<file path="src/hw/rtl/edbp_pkg.sv">
`timescale 1ns / 1ps
// Shared types, constants and saturating arithmetic for the error-diffusion
// bitmap packer. No dependencies.
package edbp_pkg;

  localparam int unsigned MaxWidthDefault = 1024;

  localparam int GrayW      = 8;
  localparam int ErrW       = 11;
  localparam int StoreW     = 10;
  localparam int WideW      = 14;
  localparam int WidthRegW  = 11;
  localparam int HeightRegW = 16;
  localparam int CfgIdxW    = 3;
  localparam int CfgDataW   = 16;

  localparam int ErrMax   = 2 ** (ErrW - 1) - 1;
  localparam int ErrMin   = -(2 ** (ErrW - 1));
  localparam int StoreMax = 2 ** (StoreW - 1) - 1;
  localparam int StoreMin = -(2 ** (StoreW - 1));

  localparam int ThreshLevel = 128;
  localparam int FullLevel   = 255;
  localparam int DiffDiv     = 16;

  localparam logic [7:0] MsbMask  = 8'h80;
  localparam logic [7:0] LsbMask  = 8'h01;
  localparam logic [7:0] ByteMask = 8'hFF;

  localparam logic [HeightRegW-1:0] ResetHeight = 16'd480;
  localparam logic [WidthRegW-1:0]  ResetWidth  = 11'd640;

  typedef enum logic [CfgIdxW-1:0] {
    CfgImageWidth   = 3'd0,
    CfgImageHeight  = 3'd1,
    CfgDitherEnable = 3'd2,
    CfgMsbFirst     = 3'd3,
    CfgInvertOutput = 3'd4
  } cfg_idx_e;

  typedef logic signed [ErrW-1:0]   err_t;
  typedef logic signed [StoreW-1:0] store_t;
  typedef logic signed [WideW-1:0]  wide_t;

  // Position of a pixel in the frame, resolved when the item is taken in.
  typedef struct packed {
    logic first_row;
    logic first_col;
    logic last_col;
    logic last_row;
  } pix_ctl_t;

  // Line store updates produced by one pixel: below-left entry (a) and the
  // row's last entry (b).
  typedef struct packed {
    logic   a_we;
    store_t a_data;
    logic   b_we;
    store_t b_data;
  } store_wr_t;

  function automatic err_t sat_err(input wide_t x);
    err_t r;
    if (x > wide_t'(ErrMax)) begin
      r = err_t'(ErrMax);
    end else if (x < wide_t'(ErrMin)) begin
      r = err_t'(ErrMin);
    end else begin
      r = x[ErrW-1:0];
    end
    return r;
  endfunction

  function automatic store_t sat_store(input wide_t x);
    store_t r;
    if (x > wide_t'(StoreMax)) begin
      r = store_t'(StoreMax);
    end else if (x < wide_t'(StoreMin)) begin
      r = store_t'(StoreMin);
    end else begin
      r = x[StoreW-1:0];
    end
    return r;
  endfunction

  // Divide by sixteen, truncating toward zero.
  function automatic wide_t div16(input wide_t x);
    wide_t bias;
    bias = x[WideW-1] ? wide_t'(DiffDiv - 1) : '0;
    return (x + bias) >>> 4;
  endfunction

endpackage

</file>
<file path="src/hw/rtl/edbp_diffuser.sv">
`timescale 1ns / 1ps
// Threshold and Floyd-Steinberg error spreading for one pixel, with the
// right carry and the pending below-row sums. Depends on edbp_pkg.
module edbp_diffuser import edbp_pkg::*; (
  input  logic             clk_i,
  input  logic             rst_ni,
  input  logic             advance_i,
  input  logic [GrayW-1:0] gray_i,
  input  pix_ctl_t         ctl_i,
  input  store_t           store_val_i,
  input  logic             dither_i,
  output logic             bit_o,
  output store_wr_t        wr_o
);

  store_t rc_q, rc_d;
  err_t   pb0_q, pb0_d;
  err_t   pb1_q, pb1_d;

  wide_t  v_sum;
  err_t   v;
  err_t   e;
  wide_t  e_w;
  wide_t  q7, q5, q3, q1;
  err_t   pb0_mid;

  always_comb begin
    v_sum = wide_t'({1'b0, gray_i});
    if (dither_i && !ctl_i.first_row) begin
      v_sum = v_sum + wide_t'(store_val_i);
    end
    if (dither_i) begin
      v_sum = v_sum + wide_t'(rc_q);
    end
    v     = sat_err(v_sum);
    bit_o = (v >= err_t'(ThreshLevel));

    if (!dither_i) begin
      e = '0;
    end else if (bit_o) begin
      e = sat_err(wide_t'(v) - wide_t'(FullLevel));
    end else begin
      e = v;
    end
    e_w = wide_t'(e);

    q7 = div16((e_w <<< 3) - e_w);
    q5 = div16((e_w <<< 2) + e_w);
    q3 = div16((e_w <<< 1) + e_w);
    q1 = div16(e_w);

    pb0_mid = sat_err(wide_t'(pb1_q) + q5);

    wr_o.a_we   = !ctl_i.last_row && !ctl_i.first_col;
    wr_o.a_data = sat_store(wide_t'(pb0_q) + q3);
    wr_o.b_we   = !ctl_i.last_row && ctl_i.last_col;
    wr_o.b_data = sat_store(wide_t'(pb0_mid));

    rc_d = ctl_i.last_col ? '0 : sat_store(q7);
    if (ctl_i.last_row || ctl_i.last_col) begin
      pb0_d = '0;
      pb1_d = '0;
    end else begin
      pb0_d = pb0_mid;
      pb1_d = sat_err(q1);
    end
  end

  always_ff @(posedge clk_i or negedge rst_ni) begin
    if (!rst_ni) begin
      rc_q  <= '0;
      pb0_q <= '0;
      pb1_q <= '0;
    end else if (advance_i) begin
      rc_q  <= rc_d;
      pb0_q <= pb0_d;
      pb1_q <= pb1_d;
    end
  end

endmodule

</file>
<file path="config.mk">
export PLATFORM = sky130hd
export DESIGN_NAME = edbp_diffuser
export DESIGN_NICKNAME = d
export VERILOG_FILES = /design/src/hw/rtl/edbp_pkg.sv /design/src/hw/rtl/edbp_diffuser.sv
export SDC_FILE = /design/constraint.sdc
export NUM_CORES = 1
export LEC_CHECK = 0
export ABC_AREA = 1
export CORE_ASPECT_RATIO = 1.1
export CORE_MARGIN = 10
export CORE_UTILIZATION = 50
export CTS_CLUSTER_SIZE = 30
export DETAILED_ROUTE_END_ITERATION = 7
export DONT_BUFFER_PORTS = 1
export PLACE_DENSITY = 0.73
export SYNTH_ARGS = -nofsm -noshare
export SYNTH_HDL_FRONTEND = slang
export SYNTH_SLANG_ARGS = --single-unit
</file>
<file path="constraint.sdc">
create_clock -name clk_i -period 9.5 [get_ports clk_i]
set_input_delay 0.475 -clock clk_i [delete_from_list [all_inputs] [get_ports clk_i]]
set_output_delay 0.475 -clock clk_i [all_outputs]
set_load 0.01 [all_outputs]
</file>
* Word level (Yosys, flattened, before mapping)
Cells that the tools add are included.
** Word-level totals
- Flip-flop bits (word level) :: 32
- Logic and storage cells :: 62
** Operators by class
- $add $sub $neg :: 12
- Mux-type cells :: 25
- Reduce and logical (&&, ||, !) cells :: 7
- Magnitude comparators :: 15
** Operator list (number)
- two-way mux 11 bit :: 12
- two-way mux 10 bit :: 7
- adder 14 x 5 -> 14 bit :: 2
- two-way mux 14 bit :: 2
- adder 11 x 10 -> 12 bit :: 2
- greater-than comparator 12 x 11 -> 1 bit (second input constant) :: 2
- less-than comparator 12 x 11 -> 1 bit (second input constant) :: 2
- two-way mux 4 bit :: 4
- adder 13 x 11 -> 14 bit :: 1
- adder 13 x 5 -> 14 bit :: 1
- adder 14 x 10 -> 14 bit :: 1
- greater-than comparator 14 x 11 -> 1 bit (second input constant) :: 1
- less-than comparator 14 x 11 -> 1 bit (second input constant) :: 1
- subtractor 14 x 11 -> 14 bit :: 1
- adder 12 x 11 -> 13 bit :: 1
- adder 11 x 5 -> 12 bit :: 1
- greater-than comparator 12 x 10 -> 1 bit (second input constant) :: 1
- less-than comparator 12 x 10 -> 1 bit (second input constant) :: 1
- subtractor 11 x 9 -> 12 bit (second input constant) :: 1
- adder 9 x 10 -> 11 bit :: 1
- >= comparator 11 x 9 -> 1 bit (second input constant) :: 1
- greater-than comparator 11 x 10 -> 1 bit (second input constant) :: 1
- greater-than comparator 8 x 11 -> 1 bit (second input constant) :: 1
- less-than comparator 11 x 10 -> 1 bit (second input constant) :: 1
- 6 further kinds :: 10

* Logic depth before layout (Yosys ltp)
- Depth in word-level cells :: 24
- Gate-level depth with buffers :: 63
- Depth with buffers taken out :: 63

* Worst setup path before layout
No wires, ideal clock.
- Path kind :: input-to-output
- From :: in gray_i[2]
- To :: out wr_o[0] (netlist name)
- Arrival :: 8.372 ns
- Required time :: 9.025 ns
- Stages on the path :: 60
- Buffers on the path :: 0
- Path slack :: 0.653 ns
- Cell sequence :: ha_1 nand3_1 nand2_1 a21oi_1 o21ai_0 nand2_1 nand2_1 a21oi_1 or2_2 a21oi_1 xor2_1 nor2_1 ha_1 inv_1 o21ai_0 nor2_1 nand3_1 inv_1 [24 not listed] inv_1 ha_1 nand3_1 and2_1 inv_1 a21oi_1 o21bai_1 a21oi_1 o21bai_1 a21oi_1 o21bai_1 o21ai_0 o21ai_0 or2_2 nand3_1 nand2_1 nor2_1 o21ai_0
** RTL lines
- start: declaration :: RTL line edbp_diffuser.sv:8 : input logic [GrayW-1:0] gray_i,
- end: declaration :: RTL line edbp_diffuser.sv:13 : output store_wr_t wr_o

==> run_results.csv <==
group,metric,value,unit
run_status,status,"finished, final reports clean",
setup_path,cp-start-kind,"primary input",
cts,cts-buffers-inserted,5,
yosys,avgSynthCellArea,6.166,µm²
floorplanning,fp.coreArea,12750,µm²
yosys,synth_edf_count,0,
setup_path,cp.required,9.03,ns
timing,tightest_slew,0.7692,ns
timing,final_hold_viol_count,0,
floorplanning,die_w,129.5,µm
placed_design,dp_hpwl,14.93,mm
layout,area_delta_synth_final,16.25,%
cts,clk_latency,0.28,ns
setup_path,crit_type,"in2out",
yosys,synthFlopType,"dfrtp_1",
cts,clockBufferDepth,2,
detailed_routing,post_drt_wl_per_cell,15.28,µm
global_route,grt_start_max_net_pins,30,
detailed_routing,ant_nets,0,
floorplanning,io_pins,49,
layout,final_cell_mix,"nand2_1, inv_1, nor2_1, nand3_1, ha_1",
yosys,synth-seq-cells,29,
job,cap_violations,0,
layout,drive_gt1_share,18.57,%
yosys,synthArstFlopShare,100.0,%
cts,path_clk_slew,0.05,ns
timing,maxClockFrequency,0.1087,GHz
floorplanning,rows,43,
global_route,grt_pass1_vias,6237,
worst_hold_path,min_path_type,"in2async",
setup_path,worstRegToRegCells,49,
detailed_routing,vias,7017,
floorplanning,dieArea,18180,µm²
yosys,syn_nets,1177,
timing,finalSetupViolations,0,
setup_path,cp-end-kind,"primary output",
detailed_routing,drt-initial-drc-count,612,
timing,fin_crit_sh,96.86,%
setup_path,arrival,8.73,ns
yosys,synthCells,1069,
global_route,grt_usage,19.18,%
setup_path,cpPeakStageDelay,0.37,ns
yosys,netlist_area,6591,µm²
cts,clock_sinks,29,
detailed_routing,drcViolationCount,0,
placed_design,place_inst,1234,
setup_path,crit_path_frequent_cell,"nand2_1",
yosys,yosys_warnings,0,
setup_path,crit_fanout,8,
yosys,ys_types,59,
timing,fin_crit,9.201,ns
timing,drv_slew,0,
layout,instances_no_fill,1272,
floorplanning,dieHeight,140.4,µm
global_route,gr-total-overflow,0,
detailed_routing,routed_wl,19.44,mm
cts,htreeDepth,2,
cts,cts_root_buf,"clkbuf_16",
cts,cts_tree,"built",
timing,relSlewSlack,48.40,%
layout,layout.nets,1222,
placed_design,gp_congestion,0.9263,
layout,final_common_cell,"nand2_1",
global_route,antenna_found_initial,0,
layout,num_antenna_cells,0,
floorplanning,initial_core_util,51.69,%
timing,skew,0.006696,ns
detailed_routing,dr.pass1.iters,5,
placed_design,io_buffer_count,0,
detailed_routing,via_per_inst,5.517,
global_route,grt_pass1_wl,29.57,mm
setup_path,critPathSlowestCell,"a2111oi_1",
yosys,yosysSeqAreaShare,11.01,%
-- cells by family (layout without fill, tap and decap cells) --
group / after synthesis / in the layout / share of synthesized area [%]
AND/OR/NAND/NOR: 543 / 546 / 38.46
XOR/XNOR: 48 / 48 / 6.777
flip-flops: 29 / 29 / 11.01
adder cells (fa/ha/maj): 82 / 82 / 16.02
AO/OA/AOI/OAI: 193 / 193 / 17.37
buffers and inverters: 174 / 217 / 10.36
-- metal layers --
| metal | vias to the layer above | global-route usage, % | share of wire, % |
|---|---|---|---|
| met1 | 3166 | 25.64 | 46 |
| met4 | 0 | 4.858 | 2.1 |
| li1 | 3583 | - | - |
| met5 | - | 0 | 0 |
| met3 | 37 | 2.492 | 5.8 |
| met2 | 231 | 31.58 | 47 |
-- worst paths after layout --
path                       slack (ns)        to      startpoint
max reg2reg                      2.19  pb0_q[0]         rc_q[4]
max in group asynchronous        9.32   rc_q[5]          rst_ni
min in group clk_i               0.29  pb0_q[1]       advance_i
max                              0.30  wr_o[12]  store_val_i[2]
min                              0.02  pb0_q[9]          rst_ni
min reg2reg                      0.49   rc_q[0]         rc_q[0]
-- worst max-delay path: cells and delay by family --
| family | cells | cell delay, ns |
|---|---|---|
| AO/OA/AOI/OAI | 16 | 2.49 |
| buffers and inverters | 6 | 0.66 |
| adder cells (fa/ha/maj) | 6 | 1.56 |
| XOR/XNOR | 2 | 0.31 |
| AND/OR/NAND/NOR | 31 | 3.22 |
-- timing repair --
action                                  CTS  global route
resized for setup                         7            98
pin swaps                                 2            46
setup buffers                             3            22
endpoints found under the hold margin    29             0
endpoints found under the setup margin   18            21
gates cloned                              0             4
hold buffers                              1             0
-- metrics by stage --
stage	utilization (%)	hold slack (ns)	setup slack (ns)	setup TNS (ns)	area, µm²
6_report	60.09	0.02084	0.2986	0	7662
5_1_grt	60.09	0.02631	-0.2218	-2.783	7662
4_1_cts	55.55	0.02474	0.004949	0	7083
3_5_place_dp	53.80	0.1811	-0.2109	-3.073	6860
3_3_place_gp	53.80	0.1809	0.02749	0	6860
2_1_floorplan	-	0.1794	0.6533	0	6591
-- synthesized netlist by cell type (2+ instances only) --
cell type	n	area share, %
a21oi_1	67	5.1
a21oi_2	3	0.40
a21oi_4	2	0.49
a221oi_1	2	0.27
a31oi_1	5	0.47
a32o_1	4	0.61
and2_1	2	0.19
clkbuf_1	7	0.40
dfrtp_1	29	11
fa_1	4	1.2
ha_1	78	15
inv_1	151	8.6
inv_2	10	0.57
inv_4	2	0.19
nand2_1	287	16
nand2_2	28	2.7
nand2_4	6	1.0
nand3_1	75	5.7
nand3_2	8	1.2
nand4_1	18	1.7
nor2_1	89	5.1
nor2_2	2	0.19
nor2_4	11	1.9
nor3_1	3	0.23
o21ai_0	76	5.8
o21ai_1	6	0.46
o21ai_2	2	0.27
o21bai_1	12	1.4
o22ai_1	2	0.19
or2_1	2	0.19
or2_2	4	0.38
xnor2_1	10	1.3
xor2_1	36	4.8
-- layout make-up --
cell class                      instances  area [µm²]
Multi-Input combinational cell        869        5573
Clock inverter                          1       5.005
Timing Repair Buffer                   45       389.1
Fill cell                            1209        5089
Clock buffer                            7       152.6
Tap cell                              157       196.4
Sequential cell                        29       725.7
Inverter                              164       620.6
-- flip-flops by register name, indices dropped and copies added (netlist names) --
signal	flops
pb1_q	8
pb0_q	11
rc_q	10
Power is not shown: default switching activity piles up to over one toggle a cycle in this logic, so the estimate is an artifact.
