File: src/hw/rtl/edbp_pkg.sv
`timescale 1ns / 1ps
// Shared types, constants and saturating arithmetic for the error-diffusion
// bitmap packer. No dependencies.
package edbp_pkg;

  localparam int unsigned MaxWidthDefault = 1024;

  localparam int GrayW      = 8;
  localparam int ErrW       = 11;
  localparam int StoreW     = 10;
  localparam int WideW      = 14;
  localparam int WidthRegW  = 11;
  localparam int HeightRegW = 16;
  localparam int CfgIdxW    = 3;
  localparam int CfgDataW   = 16;

  localparam int ErrMax   = 2 ** (ErrW - 1) - 1;
  localparam int ErrMin   = -(2 ** (ErrW - 1));
  localparam int StoreMax = 2 ** (StoreW - 1) - 1;
  localparam int StoreMin = -(2 ** (StoreW - 1));

  localparam int ThreshLevel = 128;
  localparam int FullLevel   = 255;
  localparam int DiffDiv     = 16;

  localparam logic [7:0] MsbMask  = 8'h80;
  localparam logic [7:0] LsbMask  = 8'h01;
  localparam logic [7:0] ByteMask = 8'hFF;

  localparam logic [HeightRegW-1:0] ResetHeight = 16'd480;
  localparam logic [WidthRegW-1:0]  ResetWidth  = 11'd640;

  typedef enum logic [CfgIdxW-1:0] {
    CfgImageWidth   = 3'd0,
    CfgImageHeight  = 3'd1,
    CfgDitherEnable = 3'd2,
    CfgMsbFirst     = 3'd3,
    CfgInvertOutput = 3'd4
  } cfg_idx_e;

  typedef logic signed [ErrW-1:0]   err_t;
  typedef logic signed [StoreW-1:0] store_t;
  typedef logic signed [WideW-1:0]  wide_t;

  // Position of a pixel in the frame, resolved when the item is taken in.
  typedef struct packed {
    logic first_row;
    logic first_col;
    logic last_col;
    logic last_row;
  } pix_ctl_t;

  // Line store updates produced by one pixel: below-left entry (a) and the
  // row's last entry (b).
  typedef struct packed {
    logic   a_we;
    store_t a_data;
    logic   b_we;
    store_t b_data;
  } store_wr_t;

  function automatic err_t sat_err(input wide_t x);
    err_t r;
    if (x > wide_t'(ErrMax)) begin
      r = err_t'(ErrMax);
    end else if (x < wide_t'(ErrMin)) begin
      r = err_t'(ErrMin);
    end else begin
      r = x[ErrW-1:0];
    end
    return r;
  endfunction

  function automatic store_t sat_store(input wide_t x);
    store_t r;
    if (x > wide_t'(StoreMax)) begin
      r = store_t'(StoreMax);
    end else if (x < wide_t'(StoreMin)) begin
      r = store_t'(StoreMin);
    end else begin
      r = x[StoreW-1:0];
    end
    return r;
  endfunction

  // Divide by sixteen, truncating toward zero.
  function automatic wide_t div16(input wide_t x);
    wide_t bias;
    bias = x[WideW-1] ? wide_t'(DiffDiv - 1) : '0;
    return (x + bias) >>> 4;
  endfunction

endpackage

File: src/hw/rtl/edbp_packer.sv
`timescale 1ns / 1ps
// Bit packing into bytes and the output register of the result channel.
// Depends on edbp_pkg.
module edbp_packer import edbp_pkg::*; (
  input  logic       clk_i,
  input  logic       rst_ni,
  input  logic       advance_i,
  input  logic       bit_i,
  input  pix_ctl_t   ctl_i,
  input  logic       msb_first_i,
  input  logic       invert_i,
  output logic       can_take_o,
  output logic       out_valid_o,
  input  logic       out_ready_i,
  output logic [7:0] packed_byte_o,
  output logic       row_end_o,
  output logic       frame_end_o
);

  logic [7:0] acc_q, acc_d;
  logic [2:0] pos_q, pos_d;
  logic       out_valid_q, out_valid_d;
  logic [7:0] byte_q;
  logic       row_end_q, frame_end_q;

  logic       emit;
  logic [7:0] acc_bit;
  logic [7:0] pos_mask;

  always_comb begin
    emit       = (pos_q == 3'd7) || ctl_i.last_col;
    can_take_o = !emit || !out_valid_q || out_ready_i;
    pos_mask   = msb_first_i ? (MsbMask >> pos_q) : (LsbMask << pos_q);
    acc_bit    = bit_i ? (acc_q | pos_mask) : acc_q;

    acc_d       = acc_q;
    pos_d       = pos_q;
    out_valid_d = out_valid_q && !out_ready_i;
    if (advance_i) begin
      if (emit) begin
        acc_d       = '0;
        pos_d       = '0;
        out_valid_d = 1'b1;
      end else begin
        acc_d = acc_bit;
        pos_d = pos_q + 3'd1;
      end
    end
  end

  always_ff @(posedge clk_i or negedge rst_ni) begin
    if (!rst_ni) begin
      acc_q       <= '0;
      pos_q       <= '0;
      out_valid_q <= 1'b0;
    end else begin
      acc_q       <= acc_d;
      pos_q       <= pos_d;
      out_valid_q <= out_valid_d;
    end
  end

  always_ff @(posedge clk_i) begin
    if (advance_i && emit) begin
      byte_q      <= invert_i ? (acc_bit ^ ByteMask) : acc_bit;
      row_end_q   <= ctl_i.last_col;
      frame_end_q <= ctl_i.last_col && ctl_i.last_row;
    end
  end

  assign out_valid_o   = out_valid_q;
  assign packed_byte_o = byte_q;
  assign row_end_o     = row_end_q;
  assign frame_end_o   = frame_end_q;

endmodule

File: config.mk
export PLATFORM = sky130hd
export DESIGN_NAME = edbp_packer
export DESIGN_NICKNAME = d
export VERILOG_FILES = /design/src/hw/rtl/edbp_pkg.sv /design/src/hw/rtl/edbp_packer.sv
export SDC_FILE = /design/constraint.sdc
export NUM_CORES = 1
export LEC_CHECK = 0
export BUFFER_PORTS_ARGS = -buffer_cell sky130_fd_sc_hd__buf_2
export CAP_MARGIN = 20
export CORE_MARGIN = 3
export CORE_UTILIZATION = 50
export CTS_CLUSTER_DIAMETER = 150
export DETAILED_ROUTE_END_ITERATION = 16
export PLACE_DENSITY = 0.8
export SLEW_MARGIN = 10
export SYNTH_ARGS = -nofsm -noshare
export SYNTH_HDL_FRONTEND = slang
export SYNTH_SLANG_ARGS = --single-unit
File: constraint.sdc
create_clock -name clk_i -period 3.9 [get_ports clk_i]
set_clock_uncertainty 0.2 [all_clocks]
set_input_delay 0.585 -clock clk_i [delete_from_list [all_inputs] [get_ports clk_i]]
set_output_delay 0.585 -clock clk_i [all_outputs]
set_load 0.05 [all_outputs]
* Word level (Yosys, flattened, before mapping)
Index checks and enable logic that the tools add are counted.
** Storage, ports and cells
- Register bits :: 22
- Bits of input ports :: 11
- Logic and storage cells :: 28
** Operators by class
- Add/subtract/negate cells :: 1
- Eq/ne operators :: 1
- Shift-type cells :: 2
- Multiplexer cells :: 7
- Bitwise gates (word level) :: 2
- Reduce and logical (&&, ||, !) cells :: 9
** Operator list (number)
- 8-bit 2-to-1 mux :: 4
- 8-bit NOT :: 1
- 8-bit OR :: 1
- 1-bit by 3-bit << shifter with 8-bit output (first input constant) :: 1
- 8-bit by 3-bit right shift with 8-bit output (first input constant) :: 1
- 3-bit by 1-bit adder with 3-bit output (second input constant) :: 1
- 3-bit equality test (second input constant) :: 1
- 1-bit logical AND :: 3
- 1-bit logical NOT :: 3
- 1-bit logical OR :: 3
- 3-bit 2-to-1 mux :: 1
- 1-bit 2-to-1 mux :: 2

* Logic depth before layout (Yosys ltp)
Gate-level depths: netlist of the first run.
- Word-level depth :: 6
- Mapped depth :: 6
- Mapped depth without buffers :: 5

* Least setup slack after synthesis of the first run
OpenSTA, ideal clock, no wires.
- Kind :: register to output
- From :: register pos_q[0]
- To :: output can_take_o
- Arrival time :: 1.397 ns
- Path slack :: 1.718 ns
- Stages on the path, launching flop included :: 5
- Cell sequence :: dfrtp_1 > ha_1 > ha_1 > nor2_1 > or3_1
** Between the ends
- Longest elaborated chain between the ends :: 5
** Ends and longest elaborated chain
- start, declared :: RTL line edbp_packer.sv:21 : logic [2:0] pos_q, pos_d;
- start signal, assigned :: RTL line edbp_packer.sv:58 : pos_q <= pos_d;
- 3-bit equality test :: RTL line edbp_packer.sv:31 : emit = (pos_q == 3'd7) || ctl_i.last_col;
- 1-bit logical OR :: RTL line edbp_packer.sv:31
- 1-bit logical NOT :: RTL line edbp_packer.sv:32 : can_take_o = !emit || !out_valid_q || out_ready_i;
- 1-bit logical OR (2 in series) :: RTL line edbp_packer.sv:32
- end, declared :: RTL line edbp_packer.sv:12 : output logic can_take_o,
No other way between the ends.

* Final worst setup path of the first run
Ends and elaborated chain as after synthesis.

==> results of run 1 <==
-- through the flow --
stage	power [mW]	hold slack, ns
final	0.571	0.259
after CTS	0.573	0.252
after global placement	0.393	0.283
after global routing	0.594	0.284
after floorplan	0.372	0.0894
after detailed placement	0.398	0.286
-- where the power goes --
part	total [mW]	switching, mW	internal (mW)
Combinational	0.120	0.0772	0.0428
Sequential	0.275	0.0110	0.264
Clock	0.176	0.0722	0.104
Total	0.571	0.160	0.410
-- logic make-up (layout without fill, tap and decap cells) --
| logic type | after synthesis | after routing | share of synthesized area, % |
|---|---|---|---|
| XOR/XNOR | 4 | 4 | 2.87 |
| AO/OA/AOI/OAI | 32 | 32 | 19.3 |
| AND/OR/NAND/NOR | 36 | 36 | 18.3 |
| adder cells (fa/ha/maj) | 6 | 6 | 6.16 |
| buffers and inverters | 10 | 30 | 4.11 |
| flip-flops | 22 | 22 | 49.3 |
-- cell type report --
type,instances,area (um2)
Multi-Input combinational cell,78,568
Clock buffer,3,22.5
Timing Repair Buffer,21,110
Sequential cell,22,601
Inverter,5,18.8
Clock inverter,1,30.0
Fill cell,198,870
Tap cell,28,35.0
-- final timing paths --
check                            start          endpoint  slack, ns  depth (start not counted)
max                           pos_q[0]        can_take_o       1.25                          5
min                        out_ready_i       out_valid_o       0.26                          2
max reg2reg                   pos_q[0]  packed_byte_o[4]       1.49                          4
min reg2reg                   acc_q[0]          acc_q[0]       0.33                          1
max in group asynchronous       rst_ni          acc_q[7]       2.80                          2
min in group asynchronous       rst_ni          acc_q[1]       0.46                          2
-- layer usage --
layer  track usage, %  up-vias  part of all wire, %
met1             17.4      432                   43
li1                 -      436                    -
met5                0        -                    0
met3             3.04        4                  3.6
met2             30.6       21                   52
met4             6.25        0                  1.5
-- sequential cells by signal, summed over array words and instances, names as in the netlist --
signal and cells:
acc_q 8, frame_end_o 1, out_valid_o 1, packed_byte_o 8, pos_q 3, row_end_o 1
-- cells in the mapped netlist --
master and n:
o21a_1 4, and2b_4 1, and4bb_2 1, a211oi_1 3, ha_1 6, clkbuf_1 2, buf_4 1, o21ai_0 8
a211oi_2 1, nand2b_1 2, a21oi_1 8, nand3b_1 3, nand2_1 4, o21ai_1 1, buf_2 1, edfxtp_1 10
xnor2_1 4, nor2_1 10, buf_6 1, a311oi_2 3, a21bo_2 4, or3_1 1, or3b_1 1, nor3_2 1
and4_2 2, inv_1 5, dfrtp_1 12, and4b_1 1, and4b_2 1, and2_1 5, nand3_1 3
==> impl_results.md, run 1 <==
- PnR worst setup slack: 1.25 ns
- Post-Synthesis Cells: 110
- Largest stage delay, worst path: 0.43 ns
- Setup crit end kind: primary output
- Lkg Pwr: 0.580 nW
- Critical path type: reg2out
- Final hold vios: 0
- Port bufs: 20
- RSZ-0062 raised after global routing: no
- # diodes: 0
- HP Class: in2reg
- Cell variety after synth: 31
- Ys Warns: 0
- Post-synthesis sequential area ratio: 49.3%
- Critical path required time: 3.12 ns
- DP Area: 0.00132 mm2
- CTS tree: yes
- Die H: 55.4 um
- Final core utilization: 61.4%
- Period utilization: 68.0%
- CTS clk-pin slew, worst paths: 0.13 ns
- CTS Buf Count: 3
- Post-cts sizing count: 0
- Status: completed
- Area leader, netlist: dfrtp_1
- Synthesized area: 0.00122 mm2
- Fin Setup TNS: 0 ns
- Place WS: 1.49 ns
- Starting Density: 54.1%
- Syn_area_per_cell: 11.1 um2
- Number of synthesized register bits: 22
- Hold_buf cts: 1
- Share of cells above drive strength 1: 29.2%
- Worst skew pair latency: 0.31 ns
- Area growth syn-to-layout: 13.7%
- Top-area cell type share of the netlist area: 24.6%
- Worst slew pin tran: 0.695 ns
- WL final: 2330 um
- # setup viols final: 0
- Power density cells: 412 mW/mm2
- Layout Cells excl Fill: 158
- Dpl hpwl: 1600 um
- Vias in the first global route: 930
- Number of DRC markers in iteration 0: 15
- Most frequent CP cell: ha_1
- Core box area: 0.00225 mm2
- Gr ovfl total: 0
- Antenna viol nets, final: 0
- H-tree levels: 1
- Slew margin rel.: 53.4%
- GPL Wtd Cong: 0.748
- Placed cell count: 153
- Critical path startpoint category: register
- Max Fclk: 377 MHz
- Synth Net Count: 127
- Most frequent cells in the layout: 20 x buf_2, 12 x dfrtp_1, 10 x nor2_1, 10 x edfxtp_1
- Most common library cell in the layout ignoring fill and taps: buf_2
- Clock sink count: 22
- Root Buffer: clkbuf_4
- Min Tclk post-route: 2.65 ns
- # IOs: 23
- Largest net degree at the start of global routing: 16
- CP Cell Sequence: ha_1 > ha_1 > nor2_1 > or3_1 > buf_2
- CP bufs+invs: 1
- Largest cells by area after synthesis: dfrtp_1 25%, edfxtp_1 25%, ha_1 6.2%
- DR pass1 iterations: 4
- Total Nets Final: 148
- GR Util All Layers: 16.1%
- Final Max Slew Viols: 0
- Cell family with most CP delay: adder cells
- Number of cell rows: 17
- Crit-path max FO: 4
- Maximum vdd drop: 0.000350 V
- Clock Path Buffers: 2
- Max Cap Viol: 0
- Initial antenna violation count: 0
- DRC: 0
- Final instance area: 0.00139 mm2
- WL/cell: 14.8 um
- Critical Path Slowest Stage Cell: dfrtp_1
- Die area: 0.00307 mm2
- Arr. time, crit path: 1.87 ns
- First-pass GRT wire length: 3970 um
- Die X: 55.4 um
- Post-CTS Setup Bufs: 0
- Vias per cell: 5.65
- Via Count: 893
Power figures use the tool's default switching activity.
==> inputs of run 2 (changes only) <==
ABC_AREA = 1   (was default)
clock period = 2.6 ns   (was 3.9 ns; I/O delays follow)
==> run 2 against run 1 <==
- non-clock buffer count did not move
- flip-flop and latch count unchanged
- critical path depth up 1
- synthesized area grew 3.0%
- critical endpoint unchanged
==> impl_results.md, run 2 <==
- Post-synth EDFFs: 10 (unchanged)
- Max Cap Viol: 0 (unchanged)
- Synthesized-area fraction occupied by xor and xnor cells: 0% (-2.9 points)
- Reg power frac: 47.0% (-1.1 points)
- Number of DRC markers in iteration 0: 44 (+29)
- Total Nets Final: 182 (+23%)
- Final core utilization: 61.2% (-0.27 points)
- PnR worst setup slack: 0.312 ns (-0.937 ns)
- GPL Wtd Cong: 0.769 (+2.7%)
- Synth Area in Compound Gates: 8.08% (-11 points)
- Share of cells above drive strength 1: 26.2% (-3.0 points)
- Max Fclk: 437 MHz
- Reg2reg start: pos_q[0]
- First-pass GRT wire length: 4190 um (+5.6%)
- Clock Path Buffers: 2 (unchanged)
- Power density cells: 612 mW/mm2 (+49%)
- Syn_area_per_cell: 8.78 um2 (-21%)
- Number of synthesized register bits: 22 (unchanged)
- Part of the total power dissipated in the clock network: 31.2% (+0.3 points)
- CP Capture Point: can_take_o
- Largest cells by area after synthesis: dfrtp_1 24%, edfxtp_1 24%, nand2_1 14%
- Die X: 56.1 um (+1.3%)
- Worst hold start: out_ready_i
- Slew margin rel.: 76.2% (+23 points)
- CTS clk-pin slew, worst paths: 0.14 ns (about the same)
- Cell variety after synth: 18 (-42%)
- Die H: 56.1 um (+1.3%)
- HP Class: in2reg
- # IOs: 23 (unchanged)
- Power Total: 0.861 mW (+51%)
- Dpl hpwl: 1810 um (+13%)
- Number of cell rows: 17 (unchanged)
- CTS Buf Count: 3 (unchanged)
- DR pass1 iterations: 5 (+1)
- Area share of fa/ha/maj cells after synthesis: 5.98% (-0.18 points)
- Antenna viol nets, final: 0 (unchanged)
- Crit-path max FO: 5 (+1)
- Post-synthesis sequential area ratio: 47.9% (-1.4 points)
- Largest net degree at the start of global routing: 14 (-2)
- Maximum vdd drop: 0.000387 V (+10%)
- Pint: 0.602 mW (+47%)
- Root Buffer: clkbuf_4
- Vias per cell: 5.27 (-6.8%)
- Most frequent cell after synthesis: nand2_1
- Top-area cell type share of the netlist area: 23.9% (-0.71 points)
- Post-Synthesis Cells: 143 (+30%)
- Comb pwr share: 21.8% (+0.8 points)
- Final Max Slew Viols: 0 (unchanged)
- Period utilization: 88.0%
- WL final: 2460 um (+5.2%)
- Terminus of the critical flop-to-flop path: packed_byte_o[4]
- CTS tree: yes
- GR Util All Layers: 17.0% (+0.86 points)
- Area leader, netlist: dfrtp_1
- Clock sink count: 22 (unchanged)
- Place WS: 0.677 ns (-0.813 ns)
- Switching Fraction: 30.1% (+2.0 points)
- Core box area: 0.00230 mm2 (+1.9%)
- Fin Setup TNS: 0 ns (unchanged)
- Lkg Pwr: 0.717 nW (+24%)
- # diodes: 0 (unchanged)
- Ys Warns: 0 (unchanged)
- Gr ovfl total: 0 (unchanged)
- Min Tclk post-route: 2.29 ns
- Reg2Reg Setup Slack: 0.70 ns (-0.79 ns)
- Most frequent cells in the layout: 46 x nand2_1, 20 x buf_2, 16 x inv_1
- Starting Density: 54.6% (+0.58 points)
- H-tree levels: 1 (unchanged)
- Synth Net Count: 160 (+26%)
- WL/cell: 12.8 um (-13%)
- DRC: 0 (unchanged)
- Critical path type: reg2out
- Most common library cell in the layout ignoring fill and taps: nand2_1
- Worst slew pin tran: 0.356 ns (-0.339 ns)
- Fraction of the mapped netlist area in simple logic gates: 27.9% (+9.6 points)
- Post-CTS Setup Bufs: 0 (unchanged)
- Synth Flop Type: dfrtp_1
- Synthesized area: 0.00125 mm2 (+3.0%)
- Via Count: 1,011 (+13%)
- Critical path required time: 2.01 ns (-1.11 ns)
- Initial antenna violation count: 0 (unchanged)
- Area growth syn-to-layout: 12.0%
- CP Launch Point: pos_q[0]
- DP Area: 0.00134 mm2 (+1.5%)
- Critical path startpoint category: register
- Asr flop ratio synth: 54.5% (unchanged)
- # setup viols final: 0 (unchanged)
- Mux contribution to synthesized area: 0% (unchanged)
- Psw: 0.259 mW (+61%)
- R2R cell count: 6 (+2)
- Vias in the first global route: 911 (-2.0%)
- Die area: 0.00315 mm2 (+2.7%)
- Final instance area: 0.00141 mm2 (+1.4%)
- Main combinational cell family by area after synthesis: simple AND/OR/NAND/NOR gates
- Final hold vios: 0 (unchanged)
- RSZ-0062 raised after global routing: no
- Worst skew pair latency: 0.32 ns (about the same)
- Post-synth top cells: 46 x nand2_1, 16 x inv_1, 12 x dfrtp_1
- Hold Path Depth: 2 (unchanged)
- Setup crit end kind: primary output
- Arr. time, crit path: 1.70 ns (-0.17 ns)
- Port bufs: 20 (unchanged)
- Status: completed
-- run 2: worst min path at each step --
stage                       end
global route        out_valid_o
global placement    out_valid_o
floorplan              acc_q[0]
detailed placement  out_valid_o
CTS                 out_valid_o
finish              out_valid_o
-- run 2: layout make-up --
cell class,count,area (um2)
Clock buffer,3,22.5
Clock inverter,1,30.0
Fill cell,216,892
Inverter,20,80.1
Multi-Input combinational cell,97,527
Sequential cell,22,601
Tap cell,28,35.0
Timing Repair Buffer,21,110
-- run 2: through the flow --
| step | hold WS (ns) | cells |
|---|---|---|
| floorplan | -0.106 | 143 |
| global placement | 0.0789 | 187 |
| detailed placement | 0.0853 | 187 |
| CTS | 0.0481 | 192 |
| global route | 0.0572 | 192 |
| finish | 0.0389 | 192 |
-- run 2: cell families (layout without fill, tap and decap cells) --
kind of cell / Yosys count / in the layout
DFF: 22 / 22
and+or+nand+nor: 71 / 71
buffers and inverters: 24 / 45
AOI/OAI and AO/OA: 20 / 20
adders and majority gates: 6 / 6
-- run 2: what timing repair did --
item,4_1_cts,5_1_grt
endpoints found under the setup margin,0,0
hold buffers,1,0
endpoints found under the hold margin,12,0
gates resized for setup,0,0
-- run 2: layer usage --
layer,up-vias,global-route usage (%),share of wire (%)
li1,502,-,-
met4,0,8.81,3.3
met1,456,21.8,41
met2,46,27.4,48
met5,-,0,0
met3,7,2.78,7.5
-- run 2: critical path, stage by stage, from the launching register on --
cell and delay (ns):
dfrtp_1 0.44, ha_1 0.24, ha_1 0.19, inv_2 0.09
nand2_2 0.10, nand2_1 0.07, buf_2 0.25
-- run 2: power by group through the flow --
stage                     clock [mW]  combinational, mW  sequential (mW)
after CTS                      0.269              0.189            0.404
after global placement             0              0.178            0.410
after global routing           0.282              0.212            0.408
after floorplan                    0              0.110            0.448
final                          0.269              0.188            0.404
after detailed placement           0              0.186            0.412
==> inputs of run 3 (changes only) <==
HOLD_SLACK_MARGIN = 0.06   (was default)
==> run 3 against run 2 <==
- routed wire length shrank 0.73%
- worst setup slack gained 0.00059 ns
- clock-buffer cell count is the same
- power is essentially flat
- non-clock buffer count grew 1
- combinational power is essentially flat
- clock power is essentially flat
- first-iteration DRC count shrank 2.3%
- utilization grew 0.44 points
- worst hold slack gained 0.048 ns
- fmax is essentially flat
- register-to-register slack is essentially flat
- largest cell class unchanged
- largest power group unchanged
==> impl_results.md, run 3 (synthesized netlist as in run 2, its figures left out) <==
- Status: completed
- Critical path startpoint category: register
- Total Nets Final: 183 (+0.55%)
- Period utilization: 88.0% (about the same)
- DR pass1 iterations: 4 (-1)
- CTS tree: yes
- WL/cell: 12.6 um (-1.2%)
- Largest net degree at the start of global routing: 14 (unchanged)
- Area growth syn-to-layout: 12.8%
- Min Tclk post-route: 2.29 ns (-0.000593 ns)
- Die H: 56.1 um (unchanged)
- Root Buffer: clkbuf_4
- Die area: 0.00315 mm2 (unchanged)
- Cell family with most CP delay: flip-flops
- Worst skew pair latency: 0.32 ns (about the same)
- Via Count: 1,007 (-0.40%)
- Critical path required time: 2.01 ns (about the same)
- CP bufs+invs: 2 (unchanged)
- Dpl hpwl: 1810 um (unchanged)
- Share of cells above drive strength 1: 26.1% (-0.16 points)
- Port bufs: 20 (unchanged)
- Layout Cells excl Fill: 193 (+0.52%)
- Slew margin rel.: 76.7% (+0.43 points)
- Crit-path max FO: 5 (unchanged)
- Maximum vdd drop: 0.000387 V (about the same)
- Final core utilization: 61.6% (+0.44 points)
- Placed cell count: 187 (unchanged)
- WL final: 2440 um (-0.73%)
- Number of DRC markers in iteration 0: 43 (-2.3%)
- Antenna viol nets, final: 0 (unchanged)
- First-pass GRT wire length: 4200 um (+0.33%)
- Initial antenna violation count: 0 (unchanged)
- Final Max Slew Viols: 0 (unchanged)
- Critical Path Slowest Stage Cell: dfrtp_1
- Critical path type: reg2out
- DRC: 0 (unchanged)
- # setup viols final: 0 (unchanged)
- HP Class: in2reg
- Worst slew pin tran: 0.350 ns (-0.00650 ns)
- Clock Path Buffers: 2 (unchanged)
- Clock sink count: 22 (unchanged)
- Arr. time, crit path: 1.70 ns (about the same)
- Die X: 56.1 um (unchanged)
- Max Fclk: 437 MHz (about the same)
- H-tree levels: 1 (unchanged)
- Most frequent cells in the layout: 46 x nand2_1, 20 x buf_2, 16 x inv_1
- Number of cell rows: 17 (unchanged)
- Most common library cell in the layout ignoring fill and taps: nand2_1
- Vias in the first global route: 914 (+0.33%)
- CTS clk-pin slew, worst paths: 0.12 ns (-0.02 ns)
- Final hold vios: 0 (unchanged)
- Setup crit end kind: primary output
- # diodes: 0 (unchanged)
- Max Cap Viol: 0 (unchanged)
- Vias per cell: 5.22 (-0.91%)
- GR Util All Layers: 17.1% (+0.048 points)
- Core box area: 0.00230 mm2 (unchanged)
- Power Total: 0.860 mW (about the same)
- CP Cell Sequence: ha_1 > ha_1 > inv_2 > nand2_2 > nand2_1 > buf_2
- Largest stage delay, worst path: 0.44 ns (about the same)
- Gr ovfl total: 0 (unchanged)
- Power density cells: 608 mW/mm2 (-0.75%)
- Starting Density: 54.6% (unchanged)
- GPL Wtd Cong: 0.769 (unchanged)
- Lkg Pwr: 0.722 nW (+0.58%)
- Most frequent CP cell: ha_1
- # IOs: 23 (unchanged)
- Fin Setup TNS: 0 ns (unchanged)
- RSZ-0062 raised after global routing: no
- CTS Buf Count: 3 (unchanged)
[run 3: metrics by stage]
stage | hold WS [ns] | area (um2) | setup WS (ns)
after floorplan | -0.106 | 1250 | 0.701
after global placement | 0.0789 | 1340 | 0.692
after detailed placement | 0.0853 | 1340 | 0.677
after CTS | 0.0834 | 1420 | 0.302
after global routing | 0.0899 | 1420 | 0.225
final | 0.0865 | 1420 | 0.313
[run 3: worst paths after layout]
| check | from | depth (start not counted) | slack (ns) | endpoint |
|---|---|---|---|---|
| max in group asynchronous | rst_ni | 2 | 1.71 | pos_q[2] |
| min in group asynchronous | rst_ni | 2 | 0.26 | out_valid_o |
| setup reg to reg | pos_q[0] | 6 | 0.71 | frame_end_o |
| setup / recovery | pos_q[0] | 6 | 0.31 | can_take_o |
| hold / removal | ctl_i[1] | 1 | 0.09 | row_end_o |
| hold reg to reg | acc_q[1] | 2 | 0.37 | acc_q[1] |
[run 3: worst reg2reg max path, stage by stage, from the launching register on]
cell and delay (ns):
dfrtp_1 0.43, ha_1 0.20, ha_1 0.16, inv_2 0.06, nand2_2 0.11, nand2_2 0.11
inv_1 0.30
[run 3: where the power goes]
| part | leakage [nW] | switching [mW] | total (mW) | internal, mW |
|---|---|---|---|---|
| registers | 0.255 | 0.0124 | 0.404 | 0.392 |
| logic | 0.438 | 0.134 | 0.189 | 0.0550 |
| clock network | 0.0279 | 0.111 | 0.267 | 0.156 |
[run 3: timing repair]
| item | in CTS | in global routing |
|---|---|---|
| endpoints found under the hold margin | 13 | 0 |
| resized for setup | 0 | 0 |
| setup buffers | 0 | 0 |
| hold buffers | 2 | 0 |
[run 3: layout make-up]
| cell class | count | area (um2) |
|---|---|---|
| clock buffers | 3 | 22.5 |
| clock inverters | 1 | 30.0 |
| fillers | 212 | 882 |
| inverters | 20 | 80.1 |
| multi-input cells | 97 | 527 |
| flip-flops and latches | 22 | 601 |
| well taps | 28 | 35.0 |
| repair buffers | 22 | 120 |
[run 3: layer usage]
metal,vias to the layer above,track usage [%],share of wire (%)
li1,502,-,-
met1,448,22.0,42
met2,50,27.4,47
met3,7,2.78,8.1
met4,0,8.81,3.3
met5,-,0,0
